--- src/design/ladder_button_mode_fsm_unit_assert.svh ---
// Assertion macros shared by the ladder keypad decoder modules.
`ifndef LADDER_BUTTON_MODE_FSM_UNIT_ASSERT_SVH
`define LADDER_BUTTON_MODE_FSM_UNIT_ASSERT_SVH

`ifndef NO_ASSERTIONS

// Check prop on every clock edge outside reset.
`define LBM_ASSERT(name, clk, rstn, prop, msg) \
    name: assert property (@(posedge clk) disable iff (!rstn) (prop)) else $error(msg);

// Check prop on every clock edge, reset included.
`define LBM_ASSERT_ALWAYS(name, clk, prop, msg) \
    name: assert property (@(posedge clk) (prop)) else $error(msg);

`else

`define LBM_ASSERT(name, clk, rstn, prop, msg)

`define LBM_ASSERT_ALWAYS(name, clk, prop, msg)

`endif

`endif

--- src/design/lbm_pkg.sv ---
`timescale 1ns / 1ps

package lbm_pkg;

    localparam int SAMPLE_W       = 10;
    localparam int LEVEL_W        = 10;
    localparam int MODE_W         = 4;
    localparam int BUTTON_W       = 3;
    localparam int CFG_IDX_W      = 2;
    localparam int WINDOW_DEFAULT = 100;

    localparam logic [LEVEL_W-1:0] RECORD_LEVEL_RST = 10'd100;
    localparam logic [LEVEL_W-1:0] PLAY_LEVEL_RST   = 10'd300;
    localparam logic [LEVEL_W-1:0] DOWN_LEVEL_RST   = 10'd500;
    localparam logic [LEVEL_W-1:0] UP_LEVEL_RST     = 10'd700;

    typedef enum logic [MODE_W-1:0] {
        MODE_IDLE       = 4'd0,
        MODE_REC_START  = 4'd1,
        MODE_RECORDING  = 4'd2,
        MODE_REC_END    = 4'd3,
        MODE_PLAY_START = 4'd4,
        MODE_PLAYING    = 4'd5,
        MODE_PLAY_END   = 4'd6,
        MODE_FILE_UP    = 4'd7,
        MODE_FILE_DOWN  = 4'd8
    } mode_t;

    typedef enum logic [BUTTON_W-1:0] {
        BTN_NONE   = 3'd0,
        BTN_RECORD = 3'd1,
        BTN_PLAY   = 3'd2,
        BTN_DOWN   = 3'd3,
        BTN_UP     = 3'd4
    } button_t;

    typedef enum logic [CFG_IDX_W-1:0] {
        REG_RECORD_LEVEL = 2'd0,
        REG_PLAY_LEVEL   = 2'd1,
        REG_DOWN_LEVEL   = 2'd2,
        REG_UP_LEVEL     = 2'd3
    } cfg_idx_t;

    typedef struct packed {
        logic [LEVEL_W-1:0] record_level;
        logic [LEVEL_W-1:0] play_level;
        logic [LEVEL_W-1:0] down_level;
        logic [LEVEL_W-1:0] up_level;
    } levels_t;

endpackage

--- src/design/lbm_classify.sv ---
`timescale 1ns / 1ps

module lbm_classify import lbm_pkg::*; #(
    parameter int WINDOW = WINDOW_DEFAULT
) (
    input  logic [SAMPLE_W-1:0] sample,
    input  levels_t             levels,
    output button_t             button
);

    localparam int SUM_W = $clog2((2**LEVEL_W) + WINDOW);

    function automatic logic in_window(input logic [SAMPLE_W-1:0] s,
                                       input logic [LEVEL_W-1:0]  level);
        logic [SUM_W-1:0] s_ext;
        logic [SUM_W-1:0] lo;
        logic [SUM_W-1:0] hi;
        s_ext = SUM_W'(s);
        lo    = SUM_W'(level);
        hi    = lo + SUM_W'(WINDOW);
        return (lo <= s_ext) && (s_ext < hi);
    endfunction

    always_comb begin
        if (in_window(sample, levels.record_level)) begin
            button = BTN_RECORD;
        end else if (in_window(sample, levels.play_level)) begin
            button = BTN_PLAY;
        end else if (in_window(sample, levels.down_level)) begin
            button = BTN_DOWN;
        end else if (in_window(sample, levels.up_level)) begin
            button = BTN_UP;
        end else begin
            button = BTN_NONE;
        end
    end

endmodule

--- src/design/lbm_mode_fsm.sv ---
`timescale 1ns / 1ps
`include "ladder_button_mode_fsm_unit_assert.svh"

module lbm_mode_fsm import lbm_pkg::*; (
    input  logic    aclk,
    input  logic    aresetn,
    input  logic    advance,
    input  button_t button,
    output mode_t   mode_next
);

    mode_t   mode_reg;
    button_t last_button_reg;
    logic    from_none;

    always_ff @(posedge aclk) begin
        if (!aresetn) begin
            mode_reg        <= MODE_IDLE;
            last_button_reg <= BTN_NONE;
        end else if (advance) begin
            mode_reg        <= mode_next;
            last_button_reg <= button;
        end
    end

    assign from_none = (last_button_reg == BTN_NONE);

    always_comb begin
        mode_next = MODE_IDLE;
        case (mode_reg)
            MODE_IDLE: begin
                if (from_none) begin
                    case (button)
                        BTN_RECORD: mode_next = MODE_REC_START;
                        BTN_PLAY:   mode_next = MODE_PLAY_START;
                        BTN_UP:     mode_next = MODE_FILE_UP;
                        BTN_DOWN:   mode_next = MODE_FILE_DOWN;
                        default:    mode_next = MODE_IDLE;
                    endcase
                end
            end
            MODE_REC_START: mode_next = MODE_RECORDING;
            MODE_RECORDING: begin
                mode_next = (from_none && button == BTN_RECORD) ? MODE_REC_END
                                                                : MODE_RECORDING;
            end
            MODE_PLAY_START: mode_next = MODE_PLAYING;
            MODE_PLAYING: begin
                mode_next = (from_none && button == BTN_PLAY) ? MODE_PLAY_END
                                                              : MODE_PLAYING;
            end
            default: mode_next = MODE_IDLE;
        endcase
    end

    `LBM_ASSERT(a_state_hold, aclk, aresetn,
        !advance |=> $stable(mode_reg) && $stable(last_button_reg),
        "mode state changed without a request")
    `LBM_ASSERT(a_rec_start_once, aclk, aresetn,
        advance && mode_reg == MODE_REC_START |=> mode_reg == MODE_RECORDING,
        "rec start did not move to recording")
    `LBM_ASSERT(a_press_needs_none, aclk, aresetn,
        advance && mode_reg == MODE_IDLE && !from_none |=> mode_reg == MODE_IDLE,
        "held button left idle")

endmodule

--- src/design/ladder_button_mode_fsm_unit.sv ---
`timescale 1ns / 1ps
`include "ladder_button_mode_fsm_unit_assert.svh"

// Resistor ladder keypad decoder with a record/play mode machine.
// Input channel s_*: one ten-bit ladder sample per request (s_valid/s_ready).
// Result channel m_*: the new mode and this sample's button class per request.
// Configuration: cfg_wr_en writes cfg_wr_data into the window level selected
// by cfg_index (record, play, file down, file up); write only while idle.
// Each sample is classified against four windows, WINDOW counts wide, in
// priority order, and the mode machine steps once per request.
// Flow: a request accepted into the input register moves on to the result
// register when that register is empty or m_ready is high, and shows on m_*.
// Throughput: one request per cycle while m_ready stays high, set by the
// combinational classify-and-step logic between the input and result registers.
// Reset: mode goes to idle, the last button to none, levels to 100, 300,
// 500 and 700, and both pipeline stages empty.
// Receiver stall: the result register holds; one more request sits in the
// input register, then s_ready drops until m_ready returns.
module ladder_button_mode_fsm_unit import lbm_pkg::*; #(
    parameter int WINDOW = WINDOW_DEFAULT
) (
    input  logic                 aclk,
    input  logic                 aresetn,
    input  logic                 s_valid,
    output logic                 s_ready,
    input  logic [SAMPLE_W-1:0]  s_sample,
    output logic                 m_valid,
    input  logic                 m_ready,
    output logic [MODE_W-1:0]    m_mode,
    output logic [BUTTON_W-1:0]  m_button,
    input  logic                 cfg_wr_en,
    input  logic [CFG_IDX_W-1:0] cfg_index,
    input  logic [LEVEL_W-1:0]   cfg_wr_data
);

    levels_t             levels_reg;
    logic                in_valid_reg;
    logic [SAMPLE_W-1:0] sample_reg;
    logic                out_valid_reg;
    mode_t               mode_out_reg;
    button_t             button_out_reg;
    logic                advance;
    logic                accept;
    button_t             button;
    mode_t               mode_next;

    assign advance = in_valid_reg && (!out_valid_reg || m_ready);
    assign s_ready = !in_valid_reg || advance;
    assign accept  = s_valid && s_ready;

    always_ff @(posedge aclk) begin
        if (!aresetn) begin
            levels_reg.record_level <= RECORD_LEVEL_RST;
            levels_reg.play_level   <= PLAY_LEVEL_RST;
            levels_reg.down_level   <= DOWN_LEVEL_RST;
            levels_reg.up_level     <= UP_LEVEL_RST;
        end else if (cfg_wr_en) begin
            case (cfg_idx_t'(cfg_index))
                REG_RECORD_LEVEL: levels_reg.record_level <= cfg_wr_data;
                REG_PLAY_LEVEL:   levels_reg.play_level   <= cfg_wr_data;
                REG_DOWN_LEVEL:   levels_reg.down_level   <= cfg_wr_data;
                REG_UP_LEVEL:     levels_reg.up_level     <= cfg_wr_data;
                default: ;
            endcase
        end
    end

    always_ff @(posedge aclk) begin
        if (!aresetn) begin
            in_valid_reg <= 1'b0;
        end else if (accept) begin
            in_valid_reg <= 1'b1;
        end else if (advance) begin
            in_valid_reg <= 1'b0;
        end
    end

    always_ff @(posedge aclk) begin
        if (accept) begin
            sample_reg <= s_sample;
        end
    end

    lbm_classify #(
        .WINDOW (WINDOW)
    ) u_classify (
        .sample (sample_reg),
        .levels (levels_reg),
        .button (button)
    );

    lbm_mode_fsm u_mode_fsm (
        .aclk      (aclk),
        .aresetn   (aresetn),
        .advance   (advance),
        .button    (button),
        .mode_next (mode_next)
    );

    always_ff @(posedge aclk) begin
        if (!aresetn) begin
            out_valid_reg <= 1'b0;
        end else if (advance) begin
            out_valid_reg <= 1'b1;
        end else if (m_ready) begin
            out_valid_reg <= 1'b0;
        end
    end

    always_ff @(posedge aclk) begin
        if (advance) begin
            mode_out_reg   <= mode_next;
            button_out_reg <= button;
        end
    end

    assign m_valid  = out_valid_reg;
    assign m_mode   = MODE_W'(mode_out_reg);
    assign m_button = BUTTON_W'(button_out_reg);

    `LBM_ASSERT(a_advance_fills, aclk, aresetn,
        advance |=> m_valid,
        "result register empty after a request moved forward")
    `LBM_ASSERT(a_stall_holds_input, aclk, aresetn,
        in_valid_reg && !advance |=> in_valid_reg && $stable(sample_reg),
        "stalled request lost from the input register")
    `LBM_ASSERT_ALWAYS(a_ready_when_empty, aclk,
        !in_valid_reg |-> s_ready,
        "input register empty but not ready")

endmodule

--- config.mk ---
export PLATFORM = sky130hd
export DESIGN_NAME = ladder_button_mode_fsm_unit
export DESIGN_NICKNAME = d
export VERILOG_FILES = /design/src/design/lbm_pkg.sv /design/src/design/lbm_classify.sv /design/src/design/lbm_mode_fsm.sv /design/src/design/ladder_button_mode_fsm_unit.sv
export VERILOG_INCLUDE_DIRS = /design/src /design/src/design
export SDC_FILE = /design/constraint.sdc
export NUM_CORES = 1
export LEC_CHECK = 0
export BUFFER_PORTS_ARGS = -buffer_cell sky130_fd_sc_hd__buf_2
export CAP_MARGIN = 10
export CORE_ASPECT_RATIO = 0.9
export CORE_UTILIZATION = 37
export DETAILED_ROUTE_END_ITERATION = 10
export PLACE_DENSITY_LB_ADDON = 0.3
export SYNTH_ARGS = -nofsm -noshare
export SYNTH_HDL_FRONTEND = slang
export SYNTH_SLANG_ARGS = --single-unit
--- constraint.sdc ---
create_clock -name aclk -period 5.3 [get_ports aclk]
set_input_delay 0.265 -clock aclk [delete_from_list [all_inputs] [get_ports aclk]]
set_output_delay 0.265 -clock aclk [all_outputs]
set_load 0.01 [all_outputs]
==> results.txt, run 1 <==
----------------------------------------------------
[Global routing]
  Largest net degree at the start of global routing ... 28
  Overall fraction of global-route tracks in use ... 21.0%
  Grt total ovfl ... 0
  Initial antenna violation count ... 0
  Global-route wire length before repair ... 20,600 um
  Via count of the first global-routing pass ... 3,885

[Layout]
  Fraction of layout instances using a drive strength above 1 ... 10.6%
  Fill cell instance count of the final layout ... 1,227
  Post-route non-filler standard cell count ... 744
  End-of-flow core utilization ... 43.7%
  Area of all placed cells without fillers ... 5310 um^2
  Net count reported at finish ... 690
  Area delta synth->final ... 13.8%
  Number of antenna cells inserted ... 0
  Largest register FFs ... 40

[Yosys]
  Net count after synthesis ... 654
  Number of warnings printed during yosys synthesis ... 0
  Portion of the post-synthesis area used by sequential elements ... 31.9%
  Post-synthesis instance total ... 543
  Syn Std Cell Area ... 4670 um^2
  FFs w/ async S/R, synth ... 0%
  Flop and latch count out of synthesis ... 66
  Number of enable flip-flop cells after synthesis ... 17
  Post-synthesis average cell area ... 8.60 um^2
  Most instantiated flip-flop cell in the synthesis netlist ... dfxtp_1
  Count of different cell masters after synthesis ... 55

[Route]
  Post-route ant nets ... 0
  WL final ... 12,800 um
  Post-DR vias/cell ... 5.43
  Overall via count from detail_route ... 4,041
  Number of violations reported at the end of detailed-routing iteration 0 ... 342
  Detailed Routing Iterations Pass 1 ... 5
  Count of unresolved DRC violations after routing ... 0
  Post-DR wirelength/cell ... 17.2 um

[STA]
  Setup violations, final ... 0
  Worst max-slew margin expressed relative to the limit ... 35.5%
  Hold slack final ... 0.0914 ns
  Total negative slack ... 0 ns
  Final hold violation count ... 0
  Peak Freq ... 320 MHz
  Number of pins with negative max-slew slack in the final report ... 0
  Final WS setup ... 2.18 ns
  Unrepaired setup endpoints after global routing ... no
  Shortest clock period the worst path allows after layout ... 3.12 ns
  Transition at the pin with the smallest max-transition slack ... 0.962 ns
  Final worst-path cycle share ... 58.9%
  Post-route clock skew ... 0.00895 ns

[Job]
  Max-cap violation count ... 0

[Clock tree]
  Post-cts hold buffer count ... 0
  Num Clock Sinks ... 66
  Resized Gates After CTS ... 0
  Number of buffers added by the clock tree synthesis step ... 9
  Clk root buf ... clkbuf_16
  Clock transition at the registers of the reported paths ... 0.06 ns
  Number of levels in the clock H-tree ... 3
  CTS tree ... done
  Number of setup buffers added after CTS ... 0
  Later-pin clock latency in the skew report ... 0.35 ns
  Longest Clk Path Bufs ... 2

[Status]
  Status ... complete, no violations

[Die]
  Die Footprint ... 13,100 um^2
  Area of the core ... 12,200 um^2
  Chip height ... 109 um
  Site Rows ... 38
  IO Pins ... 36
  Horiz. Die Dim ... 120 um
  Starting density of the core ... 38.4%

[Critical path]
  CP Data Required Time ... 5.39 ns
  Max Fanout on Critical Path ... 11
  Worst setup SP type ... flop
  Category of the worst setup path capture point ... flop
  Worst setup path class ... flop to flop
  Worst Reg-to-Reg Cells ... 13
  CP arrival ... 3.21 ns

[Pwr]
  Total power per unit cell area ... 280 nW/um^2
  Maximum VDD drop ... 157 uV
  Cell internal power dissipation ... 1.06 mW
  Sequential share of power ... 39.3%
  Comb pwr share ... 19.8%
  Share of total power consumed by net switching ... 28.5%
  Power consumption ... 1.49 mW
  Total net switching power ... 424 uW
  Leakage power of the design ... 2.35 nW
  Portion of total power attributed to the clock network ... 41.0%

[Placement]
  Total instance count after detailed placement ... 728
  IO Port Bufs ... 35
  Area of placed instances ... 5010 um^2
  Post-detail-place hpwl ... 9990 um
  Worst slack after detailed placement ... 2.19 ns
  Final GP Congestion ... 0.949

[Hold path]
  Kind of path behind the tightest hold check ... input port to flop
  Min-Delay Path Depth ... 1

----------------------------------------------------
==> cells in the final DEF, fill, tap and decap left out, types with 8 or more instances in the layout <==
master / Yosys / routed
a21o_1: 8 / 8
a21oi_1: 47 / 47
buf_2: 1 / 35
clkbuf_16: 0 / 10
dfxtp_1: 49 / 49
edfxtp_1: 17 / 17
ha_1: 84 / 84
inv_1: 31 / 31
nand2_1: 104 / 104
nand3_1: 37 / 37
nand4_1: 9 / 9
nor2_1: 22 / 22
nor2b_1: 9 / 9
nor3b_1: 8 / 8
o21ai_0: 12 / 12
xnor2_1: 17 / 17
==> logic make-up after synthesis <==
| family | count (synthesis) | synth area share (%) |
|---|---|---|
| AO/OA/AOI/OAI | 106 | 15.3 |
| XOR/XNOR | 24 | 4.50 |
| adder cells (fa/ha/maj) | 84 | 22.5 |
| buffers and inverters | 44 | 3.56 |
| flip-flops | 66 | 31.9 |
| AND/OR/NAND/NOR | 219 | 22.2 |
==> synth_stat cells, types with 3 or more instances <==
master	count	share of area (%)
inv_1	31	2.5
xnor2_1	17	3.2
xor2_1	7	1.3
a211o_1	5	0.94
nand2_1	104	8.4
nor2_1	22	1.8
o21ai_0	12	1.3
edfxtp_1	17	11
nor2b_1	9	1.2
nand4_1	9	1.2
a211oi_1	7	1.1
ha_1	84	23
a21oi_2	3	0.56
clkbuf_1	10	0.80
nor3_1	5	0.54
a21oi_1	47	5.0
nor3b_1	8	1.3
nand2b_1	6	0.80
dfxtp_1	49	21
and3_1	4	0.54
nand3_1	37	4.0
a21o_1	8	1.3
==> per-layer routing <==
metal / track usage [%] / up-vias / part of all wire, %
met5: 0 / - / 0
met4: 9.17 / 0 / 2.4
met3: 4.75 / 26 / 5.7
met2: 31.6 / 122 / 43
met1: 28.5 / 1891 / 49
li1: - / 2002 / -
==> worst paths after layout <==
kind	startpoint	to	slack, ns
min reg2reg	levels_reg[10]	levels_reg[10]	0.47
max	levels_reg[32]	m_mode[1]	2.18
min	s_sample[2]	sample_reg[2]	0.09
max reg2reg	levels_reg[32]	m_mode[1]	2.18
==> power groups by stage <==
stage / Combinational, mW / Clock, mW / Sequential [mW]
after CTS: 0.292 / 0.619 / 0.582
after floorplan: 0.205 / 0 / 0.584
after global placement: 0.283 / 0 / 0.592
after detailed placement: 0.290 / 0 / 0.593
final: 0.294 / 0.609 / 0.583
after global routing: 0.334 / 0.643 / 0.587
==> worst max-delay path: stages, from the launching register on <==
cell and delay, ns:
dfxtp_1 0.36, ha_1 0.26, a211o_1 0.32, nand2_1 0.08, xor2_1 0.15, ha_1 0.26
a21o_1 0.16, a21oi_1 0.13, nor2_1 0.06, a221oi_1 0.22, buf_4 0.24, and4b_4 0.24
o311ai_2 0.31, nand2_1 0.08
==> cell type report <==
cell class	instances	area [um^2]	area share, %
multi-input cells	433	3010	56.7
repair buffers	37	190	3.58
inverters	32	120	2.26
clock inverters	2	35.0	0.659
well taps	160	200	3.77
flip-flops and latches	66	1490	28.1
clock buffers	14	265	4.99
Note: power is estimated with default switching activity, not from simulation.
==> run 2, diff against run 1 <==
==> constraint.sdc (replaced) <==
create_clock -name aclk -period 2.5 [get_ports aclk]
set_input_delay 0.125 -clock aclk [delete_from_list [all_inputs] [get_ports aclk]]
set_output_delay 0.125 -clock aclk [all_outputs]
set_load 0.01 [all_outputs]
==> run 2 against run 1 <==
- via count up 8.4%
- global-route usage up 1.4 points
- wire length up 6.6%
- first-iteration DRC count down 17%
- clock power up 94%
- the flow now finishes with violations (setup timing)
- total power up 120%
- sequential cell count unchanged
- setup slack worse by 2.5 ns
- critical path type unchanged
==> results.txt, run 2 (synthesized netlist as in run 1, its figures left out) <==
----------------------------------------------------
[Clock tree]
  Number of buffers added by the clock tree synthesis step ... 9 (unchanged)
  Later-pin clock latency in the skew report ... 0.35 ns (about the same)
  Longest Clk Path Bufs ... 2 (unchanged)
  Number of levels in the clock H-tree ... 3 (unchanged)
  Clock transition at the registers of the reported paths ... 0.05 ns (was 0.06 ns)
  Num Clock Sinks ... 66 (unchanged)
  CTS tree ... done (unchanged)
  Clk root buf ... clkbuf_16 (unchanged)

[Critical path]
  Slack of the worst reg-to-reg path ... -0.28 ns (was 2.18 ns)
  Buf+Inv Stages, Crit Path ... 1 (unchanged)
  Cell depth of the worst setup path ... 13 (unchanged)
  Slowest CP cell ... dfxtp_2 (was dfxtp_1)
  Worst setup path class ... flop to flop (unchanged)
  Kind of cell adding the most delay to the critical path ... compound AO/OA/AOI/OAI gates (unchanged)
  Category of the worst setup path capture point ... flop (unchanged)
  Capture point of the critical path ... m_mode[1] (unchanged)
  Worst Reg-to-Reg Cells ... 13 (unchanged)
  CP Launch Point ... levels_reg[32] (unchanged)
  CP arrival ... 2.87 ns (was 3.21 ns)
  Max Fanout on Critical Path ... 3 (was 11)
  Most common cell type on the critical path ... nand2_1
  CP Data Required Time ... 2.59 ns (was 5.39 ns)
  Beginning of the worst register-to-register path ... levels_reg[32] (unchanged)
  Max stage delay on crit path ... 0.34 ns (was 0.36 ns)
  CP cell instances ... ha_4 -> a211o_1 -> nand2_1 -> xor2_1 -> ha_1 -> a21o_1 -> a21oi_2 -> nor2_1 -> a221oi_1 -> buf_4 -> and4b_4 -> o311ai_4 -> nand2_1 (was ha_1 -> a211o_1 -> nand2_1 -> xor2_1 -> ha_1 -> a21o_1 -> a21oi_1 -> nor2_1 -> a221oi_1 -> buf_4 -> and4b_4 -> o311ai_2 -> nand2_1)
  Worst setup SP type ... flop (unchanged)
  Capture point of the worst reg-to-reg path ... m_mode[1] (unchanged)

[Global routing]
  Grt total ovfl ... 0 (unchanged)
  Global-route wire length before repair ... 22,100 um (was 20,600 um)
  Via count of the first global-routing pass ... 4,390 (was 3,885)
  Largest net degree at the start of global routing ... 28 (unchanged)
  Overall fraction of global-route tracks in use ... 22.3% (was 21.0%)
  Initial antenna violation count ... 0 (unchanged)

[Route]
  Detailed Routing Iterations Pass 1 ... 5 (unchanged)
  Post-DR wirelength/cell ... 16.4 um (was 17.2 um)
  Overall via count from detail_route ... 4,381 (was 4,041)
  Post-DR vias/cell ... 5.28 (was 5.43)
  Number of violations reported at the end of detailed-routing iteration 0 ... 284 (was 342)
  WL final ... 13,600 um (was 12,800 um)
  Post-route ant nets ... 0 (unchanged)
  Count of unresolved DRC violations after routing ... 0 (unchanged)

[STA]
  Transition at the pin with the smallest max-transition slack ... 0.727 ns (was 0.962 ns)
  Unrepaired setup endpoints after global routing ... yes (was no)
  Worst max-slew margin expressed relative to the limit ... 51.3% (was 35.5%)
  Final worst-path cycle share ... 111% (was 58.9%)
  Final hold violation count ... 0 (unchanged)
  Total negative slack ... -2.25 ns (was 0 ns)
  Final WS setup ... -0.276 ns (was 2.18 ns)
  Post-route clock skew ... 0.00531 ns (was 0.00895 ns)
  Setup violations, final ... 14 (was 0)
  Shortest clock period the worst path allows after layout ... 2.78 ns (was 3.12 ns)
  Peak Freq ... 360 MHz (was 320 MHz)
  Number of pins with negative max-slew slack in the final report ... 0 (unchanged)

[Layout]
  Fill cell instance count of the final layout ... 1,177 (was 1,227)
  Area delta synth->final ... 32.6% (was 13.8%)
  Fraction of layout instances using a drive strength above 1 ... 26.1% (was 10.6%)
  Net count reported at finish ... 776 (was 690)
  Leading cell types in the layout, fill and taps excluded ... 103 x nand2_1, 81 x ha_1, 75 x buf_4 (was 104 x nand2_1, 84 x ha_1, 49 x dfxtp_1)
  Commonest non-fill, non-tap cell in the layout ... nand2_1 (unchanged)
  Number of antenna cells inserted ... 0 (unchanged)
  Sequential cell area ... 1500 um^2 (was 1490 um^2)
  Post-route non-filler standard cell count ... 830 (was 744)
  Multi-input logic area ... 3230 um^2 (was 3010 um^2)
  Largest register FFs ... 40 (unchanged)
  Area of all placed cells without fillers ... 6190 um^2 (was 5310 um^2)

[Die]
  IO Pins ... 36 (unchanged)
  Site Rows ... 38 (unchanged)
  Die Footprint ... 13,100 um^2 (unchanged)
  Chip height ... 109 um (unchanged)
  Starting density of the core ... 38.4% (unchanged)
  Area of the core ... 12,200 um^2 (unchanged)
  Horiz. Die Dim ... 120 um (unchanged)

[Status]
  Status ... complete, but fails checks (was complete, no violations)
  Violated checks ... setup timing

[Pwr]
  Total power per unit cell area ... 526 nW/um^2 (was 280 nW/um^2)
  Maximum VDD drop ... 322 uV (was 157 uV)
  Leakage power of the design ... 2.79 nW (was 2.35 nW)
  Power consumption ... 3.25 mW (was 1.49 mW)

[Placement]
  Total instance count after detailed placement ... 796 (was 728)
  Area of placed instances ... 5590 um^2 (was 5010 um^2)
  Final GP Congestion ... 0.904 (was 0.949)
  Post-detail-place hpwl ... 10,300 um (was 9990 um)
  IO Port Bufs ... 35 (unchanged)

[Hold path]
  Kind of path behind the tightest hold check ... input port to flop (unchanged)

[Job]
  Max-cap violation count ... 0 (unchanged)

----------------------------------------------------
-- run 2: timing repair --
item	CTS	global route
pin swaps	13	14
gates resized for setup	11	25
hold buffers	11	0
buffers inserted	4	3
setup endpoints to repair	14	14
hold endpoints to repair	11	0
-- run 2: how the worst min path moves through the flow --
| stage | startpoint | end | slack (ns) | depth (start not counted) |
|---|---|---|---|---|
| 6_report | cfg_wr_data[0] | levels_reg[20] | 0.06 | 3 |
| 5_1_grt | cfg_wr_data[0] | levels_reg[0] | 0.06 | 3 |
| 4_1_cts | cfg_wr_data[1] | levels_reg[21] | 0.05 | 3 |
| 3_5_place_dp | s_sample[8] | sample_reg[8] | 0.30 | 1 |
| 3_3_place_gp | s_sample[3] | sample_reg[3] | 0.30 | 1 |
| 2_1_floorplan | s_sample[0] | sample_reg[0] | 0.22 | 0 |
-- run 2: report_power, final --
group	total (mW)	leakage [nW]	internal, mW	switching (mW)
combinational	0.853	2.09	0.398	0.455
sequential	1.22	0.564	1.16	0.0526
clock	1.18	0.137	0.718	0.467
-- run 2: final cells by class --
type,instances,area share (%)
sequential,66,24.2
multi-input combinational,433,52.1
clock inverter,3,0.222
inverter,32,1.94
clock buffer,13,4.20
tap,160,3.23
timing repair buffer,123,14.1
-- run 2: tightest hold or removal path, delay by kind of cell --
family / cells / cell delay, ns
buffers and inverters: 1 / 0.13
and+or+nand+nor: 1 / 0.06
AOI/OAI and AO/OA: 1 / 0.05
-- run 2: per-layer routing --
metal,up-vias,track usage [%],part of all wire [%]
met3,23,4.38,4.8
met4,0,8.20,1.9
met1,2080,30.0,48
met2,109,35.5,46
met5,-,0,0
li1,2169,-,-
-- run 2: per-stage QoR --
stage	utilization (%)	setup WS [ns]	hold slack, ns
2_1_floorplan	-	-0.128	0.224
3_3_place_gp	45.9	-0.255	0.303
3_5_place_dp	45.9	-0.308	0.304
4_1_cts	49.7	-0.292	0.0522
5_1_grt	50.9	-0.385	0.0619
6_report	50.9	-0.276	0.0632
==> run 3, diff against run 2 <==
--- a/config.mk
+++ b/config.mk
@@ -9,6 +9,7 @@
 export BUFFER_PORTS_ARGS = -buffer_cell sky130_fd_sc_hd__buf_2
 export CAP_MARGIN = 10
 export CORE_ASPECT_RATIO = 0.9
+export CORE_MARGIN = 5
 export CORE_UTILIZATION = 37
 export DETAILED_ROUTE_END_ITERATION = 10
 export PLACE_DENSITY_LB_ADDON = 0.3
==> constraint.sdc (replaced) <==
create_clock -name aclk -period 2.4 [get_ports aclk]
set_input_delay 0.12 -clock aclk [delete_from_list [all_inputs] [get_ports aclk]]
set_output_delay 0.12 -clock aclk [all_outputs]
set_load 0.005 [all_outputs]
==> run 3 against run 2 <==
- the flow still finishes with violations (setup timing)
- cell area up 3.7%
- clock skew down 0.00067 ns
- sequential share of layout area down 0.81 points
- critical path type unchanged
- combinational power up 14%
- highest routed layer unchanged
- sequential cell count unchanged
==> results.txt, run 3 (synthesized netlist as in run 1, its figures left out) <==
----------------------------------------------------
[Clock tree]
  Number of buffers added by the clock tree synthesis step ... 9 (unchanged)
  Num Clock Sinks ... 66 (unchanged)
  CTS tree ... done (unchanged)
  Clk root buf ... clkbuf_16 (unchanged)
  Later-pin clock latency in the skew report ... 0.34 ns (was 0.35 ns)
  Longest Clk Path Bufs ... 2 (unchanged)
  Number of levels in the clock H-tree ... 3 (unchanged)
  Clock transition at the registers of the reported paths ... 0.06 ns (was 0.05 ns)

[STA]
  Number of pins with negative max-slew slack in the final report ... 0 (unchanged)
  Final worst-path cycle share ... 117% (was 111%)
  Total negative slack ... -4.62 ns (was -2.25 ns)
  Shortest clock period the worst path allows after layout ... 2.80 ns (was 2.78 ns)
  Peak Freq ... 357 MHz (was 360 MHz)
  Worst max-slew margin expressed relative to the limit ... 49.9% (was 51.3%)
  Final WS setup ... -0.398 ns (was -0.276 ns)
  Final hold violation count ... 0 (unchanged)
  Post-route clock skew ... 0.00464 ns (was 0.00531 ns)
  Unrepaired setup endpoints after global routing ... yes (unchanged)
  Transition at the pin with the smallest max-transition slack ... 0.749 ns (was 0.727 ns)
  Setup violations, final ... 14 (unchanged)

[Pwr]
  Maximum VDD drop ... 383 uV (was 322 uV)
  Leakage power of the design ... 2.91 nW (was 2.79 nW)
  Total power per unit cell area ... 544 nW/um^2 (was 526 nW/um^2)
  Power consumption ... 3.50 mW (was 3.25 mW)

[Status]
  Violated checks ... setup timing (unchanged)
  Status ... complete, but fails checks (unchanged)

[Critical path]
  Worst setup SP type ... flop (unchanged)
  CP cell instances ... ha_4 -> a211o_1 -> nand2_1 -> xor2_1 -> ha_1 -> a21o_1 -> a21oi_2 -> a41oi_2 -> a211oi_4 -> buf_6 -> buf_12 -> nor2_4 -> buf_6 -> o311a_1 (was ha_4 -> a211o_1 -> nand2_1 -> xor2_1 -> ha_1 -> a21o_1 -> a21oi_2 -> nor2_1 -> a221oi_1 -> buf_4 -> and4b_4 -> o311ai_4 -> nand2_1)
  Category of the worst setup path capture point ... flop (unchanged)
  Slowest CP cell ... dfxtp_2 (unchanged)
  Worst setup path class ... flop to flop (unchanged)
  Max Fanout on Critical Path ... 3 (unchanged)
  CP Data Required Time ... 2.62 ns (was 2.59 ns)
  CP arrival ... 3.02 ns (was 2.87 ns)
  Most common cell type on the critical path ... buf_6 (was nand2_1)
  Max stage delay on crit path ... 0.34 ns (about the same)

[Route]
  Post-DR wirelength/cell ... 16.0 um (was 16.4 um)
  Count of unresolved DRC violations after routing ... 0 (unchanged)
  Post-DR vias/cell ... 5.17 (was 5.28)
  WL final ... 13,600 um (about the same)
  Overall via count from detail_route ... 4,413 (was 4,381)
  Post-route ant nets ... 0 (unchanged)
  Number of violations reported at the end of detailed-routing iteration 0 ... 316 (was 284)
  Detailed Routing Iterations Pass 1 ... 4 (was 5)

[Die]
  Chip height ... 117 um (was 109 um)
  Horiz. Die Dim ... 128 um (was 120 um)
  Site Rows ... 39 (was 38)
  IO Pins ... 36 (unchanged)
  Starting density of the core ... 37.2% (was 38.4%)
  Area of the core ... 12,500 um^2 (was 12,200 um^2)
  Die Footprint ... 15,000 um^2 (was 13,100 um^2)

[Layout]
  Commonest non-fill, non-tap cell in the layout ... nand2_1 (unchanged)
  End-of-flow core utilization ... 51.2% (was 50.9%)
  Largest register FFs ... 40 (unchanged)
  Leading cell types in the layout, fill and taps excluded ... 104 x nand2_1, 87 x buf_4, 81 x ha_1 (was 103 x nand2_1, 81 x ha_1, 75 x buf_4)
  Post-route non-filler standard cell count ... 853 (was 830)
  Area of all placed cells without fillers ... 6420 um^2 (was 6190 um^2)
  Number of antenna cells inserted ... 0 (unchanged)
  Fill cell instance count of the final layout ... 1,121 (was 1,177)
  Area delta synth->final ... 37.5% (was 32.6%)
  Fraction of layout instances using a drive strength above 1 ... 28.6% (was 26.1%)
  Net count reported at finish ... 795 (was 776)

[Placement]
  Area of placed instances ... 5740 um^2 (was 5590 um^2)
  Post-detail-place hpwl ... 10,600 um (was 10,300 um)
  IO Port Bufs ... 35 (unchanged)
  Total instance count after detailed placement ... 817 (was 796)
  Final GP Congestion ... 0.884 (was 0.904)

[Job]
  Max-cap violation count ... 0 (unchanged)

[Global routing]
  Global-route wire length before repair ... 22,100 um (about the same)
  Initial antenna violation count ... 0 (unchanged)
  Via count of the first global-routing pass ... 4,454 (was 4,390)
  Largest net degree at the start of global routing ... 26 (was 28)
  Overall fraction of global-route tracks in use ... 19.0% (was 22.3%)
  Grt total ovfl ... 0 (unchanged)

[Hold path]
  Kind of path behind the tightest hold check ... input port to flop (unchanged)

----------------------------------------------------
## run 3: power by group
part           total (mW)  internal [mW]  switching, mW
Combinational       0.976          0.478          0.498
Clock                1.26          0.780          0.476
Sequential           1.26           1.21         0.0516
Total                3.50           2.47           1.02
## run 3: layout make-up
cell class,count,area (um^2),area share (%)
multi-input combinational,433,3250,50.7
sequential,66,1500,23.4
timing repair buffer,142,1050,16.4
clock buffer,14,274,4.27
tap,164,205,3.20
inverter,32,120,1.87
clock inverter,2,10.0,0.156
## run 3: critical path: cells and delay by family, from the launching register on
kind                       cells  cell delay [ns]
xor gates and xnor gates       1             0.18
adders and majority gates      2             0.44
and+or+nand+nor                2             0.12
buffers and inverters          3             0.37
DFF                            1             0.34
AOI/OAI and AO/OA              6             1.23
## run 3: final timing paths
path                                 startpoint                            end  slack, ns  depth (start not counted)
setup / recovery                 levels_reg[22]  u_mode_fsm.last_button_reg[0]      -0.40                         14
hold / removal                          s_valid                   in_valid_reg       0.01                          3
setup reg to reg                 levels_reg[22]  u_mode_fsm.last_button_reg[0]      -0.40                         14
hold reg to reg   u_mode_fsm.last_button_reg[1]  u_mode_fsm.last_button_reg[1]       0.47                          2
## run 3: timing repair
item,in CTS,in global routing
pin swaps,20,14
buffers inserted,10,3
hold buffers,10,0
endpoints found under the hold margin,10,0
endpoints found under the setup margin,14,14
resized for setup,40,10
## run 3: per-stage QoR
stage / hold slack [ns] / setup slack [ns]
floorplan: 0.219 / -0.228
global placement: 0.296 / -0.362
detailed placement: 0.299 / -0.405
CTS: 0.00223 / -0.449
global route: 0.0429 / -0.555
finish: 0.0101 / -0.398
## run 3: routing by layer
layer  vias up  wire length (um)  track usage (%)
met5         -                 0                0
met4         0               320             8.63
met3        26               557             2.83
met2        97              6110             30.0
met1      2074              6630             25.8
li1       2216                 -                -
